## config.mk

```make
export PLATFORM = sky130hd
export DESIGN_NAME = dssm_master_scale
export DESIGN_NICKNAME = d
export VERILOG_FILES = /design/src/rtl/dssm_pkg.sv /design/src/rtl/dssm_master_scale.sv
export SDC_FILE = /design/constraint.sdc
export NUM_CORES = 1
export LEC_CHECK = 0
export BUFFER_PORTS_ARGS = -buffer_cell sky130_fd_sc_hd__buf_2
export CORE_MARGIN = 3
export CORE_UTILIZATION = 33
export DETAILED_ROUTE_END_ITERATION = 16
export PLACE_DENSITY = 0.51
export SLEW_MARGIN = 20
export SYNTH_ARGS = -nofsm -noshare
export SYNTH_HDL_FRONTEND = slang
export SYNTH_SLANG_ARGS = --single-unit
```

## constraint.sdc

```tcl
create_clock -name clk -period 17.82 [get_ports clk]
set_clock_uncertainty 0.1 [all_clocks]
set_input_delay 3.564 -clock clk [delete_from_list [all_inputs] [get_ports clk]]
set_output_delay 3.564 -clock clk [all_outputs]
set_load 0.01 [all_outputs]
```

## src/rtl/dssm_pkg.sv

```systemverilog
// Package for the drum sample sequencer mixer: sizes, operation codes,
// the command struct broadcast to the voice cells and small helper functions.
// No dependencies.
`timescale 1ns / 1ps
`default_nettype none

package dssm_pkg;

    localparam int NUM_VOICES         = 11;
    localparam int NUM_STEPS          = 8;
    localparam int VOICE_SAMPLE_DEPTH = 131072;

    localparam int TICKS_PER_KNOB = 480;
    localparam int GAIN_DIVISOR   = 100;

    localparam int SAMPLE_ADDR_W = $clog2(VOICE_SAMPLE_DEPTH);
    localparam int BEAT_W        = (NUM_STEPS > 1) ? $clog2(NUM_STEPS) : 1;
    localparam int VOICE_IDX_W   = 4;
    localparam int POS_W         = 17;
    localparam int PERIOD_W      = 17;
    localparam int TERM_W        = 19;
    localparam int MIX_W         = 16 + 2 + $clog2(NUM_VOICES + 1) + 1;
    localparam int FACTOR_W      = 11;
    localparam int PROD_W        = 16 + FACTOR_W;
    localparam int CNT_W         = $clog2(NUM_VOICES + 1);

    localparam int IN_DATA_W  = 88;
    localparam int OUT_DATA_W = 24;

    typedef enum logic [2:0] {
        OP_TICK   = 3'd0,
        OP_WRITE  = 3'd1,
        OP_LENGTH = 3'd2,
        OP_TOGGLE = 3'd3,
        OP_CLEAR  = 3'd4
    } op_t;

    // Broadcast from the sequencer to every voice cell
    typedef struct packed {
        logic                   tick;      // tick transfer, gain update
        logic                   play;      // tick without wrap: fetch sample
        logic                   load;      // latch fetched sample into last value
        logic                   wr;
        logic                   set_len;
        logic                   toggle;
        logic                   clear;
        logic [VOICE_IDX_W-1:0] voice;
        logic [2:0]             step;
        logic [16:0]            addr;
        logic signed [15:0]     word;
        logic [16:0]            len;
        logic [1:0]             gain;
    } cell_cmd_t;

    function automatic logic [1:0] gain_code(input logic [7:0] knob);
        if (knob >= 8'(2 * GAIN_DIVISOR))
            return 2'd3;
        else if (knob >= 8'(GAIN_DIVISOR))
            return 2'd2;
        else
            return 2'd1;
    endfunction

    function automatic logic signed [15:0] sat16(input logic signed [MIX_W-1:0] v);
        if (v > MIX_W'(32767))
            return 16'sh7fff;
        else if (v < -MIX_W'(32768))
            return -16'sh8000;
        else
            return v[15:0];
    endfunction

endpackage

`default_nettype wire

```

## src/rtl/dssm_master_scale.sv

```systemverilog
// Master stage: saturate the mix, scale by master_knob*4-1, shift by 14.
// Uses dssm_pkg.
`timescale 1ns / 1ps
`default_nettype none

module dssm_master_scale (
    input  wire logic                               clk,
    input  wire logic                               en,
    input  wire logic signed [dssm_pkg::MIX_W-1:0]  mix,
    input  wire logic [7:0]                         master_knob,
    output logic signed [15:0]                      audio
);
    import dssm_pkg::*;

    logic signed [FACTOR_W-1:0] factor;
    logic signed [PROD_W-1:0]   prod_reg;
    logic signed [PROD_W-1:0]   shifted;

    assign factor = $signed({1'b0, master_knob, 2'b00}) - FACTOR_W'(1);

    always_ff @(posedge clk)
    begin
        if (en)
            prod_reg <= sat16(mix) * factor;
    end

    // |factor| < 2^10, so the shifted product always fits 16 bits
    assign shifted = prod_reg >>> 14;
    assign audio   = shifted[15:0];

endmodule

`default_nettype wire

```

==> metrics.yaml <==
clock_tree:
  htreeDepth: 1
  tritoncts: "yes"
  postCtsHoldBufs: 0
  cts-buffers-inserted: 3
  clk_path_buf_depth: 2
  clk_slew_on_worst_s_h_paths_ns: 0.05
  clockRootBuffer: "clkbuf_16"
  postCtsResizedCells: 0
  clock_sink_count: 13
  cts_setup_buffers: 0
yosys:
  ys_types: 43
  synth_warnings: 0
  synth-async-reset-ratio_pct: 0
  post_synth.cell_area_avg_um2: 8.90
  synthFlopType: "edfxtp_1"
  gate_count_after_technology_mapping: 753
  leading_post_synthesis_cells_by_cell_area: "fa_1 45%, ha_1 12%, inv_1 12%"
  post_synth_edffs: 13
  syn_nets: 1001
  yosys_register_bits: 13
  yosys.area.top_type: "fa_1"
  synthesis.area_mm2: 0.00670
  post-synth-top-area-fraction_pct: 45.1
  synth_sequential_area_ratio_pct: 5.83
place:
  io_buffer_count: 48
  place.detailed.hpwl_mm: 12.9
  rd_place_congestion: 0.805
drt:
  detail-route-antenna-nets: 0
  drtIter0Drc: 150
  number_of_detailed_route_iterations_in_the_first_pass: 4
  route.detailed.drc: 0
  vias: 4822
  wl_per_cell_um: 14.2
  drt_wl_total_mm: 14.9
  avgViaCountPerCell: 4.59
final_layout:
  multi_input_area_mm2: 0.00542
  seq_area_um2: 390
  commonest_cells_after_routing_fill_and_taps_aside: "209 x inv_1, 151 x fa_1, 89 x nand2_1, 64 x ha_1, 48 x buf_2"
  num-nets-final: 1034
  largest_register_ff_count: 13
  post_route_cells_drive_above_1_share_pct: 8.41
  antennaDiodeCount: 0
  final_common_cell: "inv_1"
  flow.area_growth_from_synthesis_pct: 8.68
  fillers: 2062
global_route:
  first_pass_grt_wire_length_mm: 26.3
  grtUsageTotal_pct: 14.7
  grt.overflow.total: 0
  grt_pass1_vias: 5349
  largest_net_degree_at_the_start_of_global_routing: 21
  number_of_antenna_violations_at_the_first_check_in_global_routing: 0
timing:
  grt_setup_unrepaired: "false"
  max-slew-margin-rel_pct: 30.9
  endpoints_failing_setup: 0
  min_period_over_period_pct: 57.0
  max_slew.worst_pin.slew_ns: 1.03
  fmaxAchievable_ghz: 0.0984
  final_hold_viol_count: 0
  totalNegativeSetupSlack_ns: 0
  final_period_minus_worst_setup_slack_ns: 10.16
  slew_violations: 0
floorplanning:
  ios: 49
  dieArea_mm2: 0.0221
  floorplan.die.height_um: 149
  die_width_um: 149
  total_core_area_mm2: 0.0197
  placementRows: 51
  initial_standard_cell_utilization_of_the_core_pct: 34.0
setup_path:
  arrival_time_worst_endpoint_ns: 10.04
  worstSetupEndpointType: "flop"
  ws_path_type: "in2reg"
  critical_path.max_fanout: 15
  critical_path.startpoint_type: "input port"
  worst_ep_required_time_ns: 17.71
pwr:
  netSwitchingFraction_pct: 54.1
  combinationalPowerShare_pct: 89.4
  peakVddDrop_mv: 0.108
  design_power_total_mw: 1.39
  share_seq_of_total_power_pct: 7.6
  internal_power_mw: 0.639
  power-per-cell-area_mw_per_mm2: 191
  clock_power_share_pct: 3.0
  cellLeakagePower_nw: 3.59
  net-switching-power_mw: 0.754
worst_hold_path:
  worstHoldPathType: "in2reg"
  hold_path.startpoint: "en"
  worstHoldEndpoint: "prod_reg[14]"
  min_delay_path_depth: 1
status:
  run_status: "finished, final reports clean"
flow_run:
  timing.max_cap.violations: 0
==> power by group through the flow <==
stage	Clock, mW	Sequential (mW)	Combinational [mW]
2_1_floorplan	0	0.115	0.963
3_3_place_gp	0	0.106	1.28
3_5_place_dp	0	0.106	1.29
4_1_cts	0.0436	0.106	1.29
5_1_grt	0.0449	0.107	1.46
6_report	0.0421	0.105	1.25
==> layer usage <==
layer / global-route usage (%) / wire [µm] / vias to the layer above
met5: 0 / 0 / -
met4: 2.54 / 257 / 0
met3: 0.884 / 299 / 12
met2: 26.6 / 7690 / 67
met1: 19.8 / 6630 / 2448
li1: - / - / 2295
==> critical path, stage by stage <==
cell,delay (ns)
buf_2,0.09
nand4_1,0.09
o21ai_1,0.81
o21ai_0,0.49
inv_1,0.40
nand2_1,0.13
fa_1,0.55
inv_1,0.05
fa_1,0.48
fa_1,0.52
fa_1,0.54
inv_1,0.05
fa_1,0.52
inv_1,0.04
ha_1,0.35
o21ai_0,0.16
o21ai_1,0.26
a211oi_1,0.13
o31ai_1,0.48
a31oi_1,0.18
xnor2_1,0.16
==> through the flow <==
stage / util, % / instances / setup WS, ns / hold slack (ns) / cell area [µm²]
2_1_floorplan: - / 753 / 8.46 / 3.58 / 6700
4_1_cts: 36.9 / 1050 / 7.41 / 3.64 / 7270
5_1_grt: 36.9 / 1050 / 7.16 / 3.65 / 7280
6_report: 36.9 / 1050 / 7.66 / 3.64 / 7280
3_5_place_dp: 36.5 / 1046 / 7.17 / 3.88 / 7190
3_3_place_gp: 36.5 / 1046 / 7.21 / 3.87 / 7190
==> synthesized netlist by cell type (2+ instances only) <==
library cell and instances:
o21a_1 7, nand2b_1 23, nand4_1 4, nand3_1 6
buf_2 11, xor2_1 8, a211oi_1 3, nor3b_1 2
a21oi_1 17, clkbuf_1 9, nor2b_1 8, o21ai_1 5
clkinv_1 5, ha_1 64, edfxtp_1 13, buf_4 3
xnor2_1 19, o21bai_1 2, nand3b_1 2, nor2_1 40
nor3_1 5, o21ai_0 11, inv_1 209, a31oi_1 5
and3_1 2, o21ai_2 3, fa_1 151, and2_1 11
nor4_1 3, nand2_1 89
==> how the worst max path moves through the flow <==
stage | cells after the start | endpoint | from
3_5_place_dp | 20 | prod_reg[21] | mix[22]
3_3_place_gp | 20 | prod_reg[21] | mix[22]
4_1_cts | 20 | prod_reg[21] | mix[22]
2_1_floorplan | 22 | prod_reg[24] | master_knob[0]
5_1_grt | 21 | prod_reg[20] | mix[21]
6_report | 21 | prod_reg[21] | mix[21]
==> layout make-up <==
cell class | instances | share of cell area, %
well taps | 265 | 4.55
clock inverters | 1 | 0.0687
inverters | 214 | 11.0
flip-flops and latches | 13 | 5.36
clock buffers | 3 | 1.03
multi-input cells | 503 | 74.4
repair buffers | 51 | 3.61
==> kinds of logic (layout without fill, tap and decap cells) <==
| kind of cell | count (synthesis) | count (layout) | share of synthesized area, % |
|---|---|---|---|
| buffers and inverters | 237 | 269 | 13.6 |
| adder cells (fa/ha/maj) | 215 | 215 | 57.1 |
| AND/OR/NAND/NOR | 198 | 198 | 13.7 |
| AO/OA/AOI/OAI | 63 | 63 | 6.24 |
| XOR/XNOR | 27 | 27 | 3.53 |
| flip-flops | 13 | 13 | 5.83 |
Note: power is estimated with default switching activity, not from simulation.
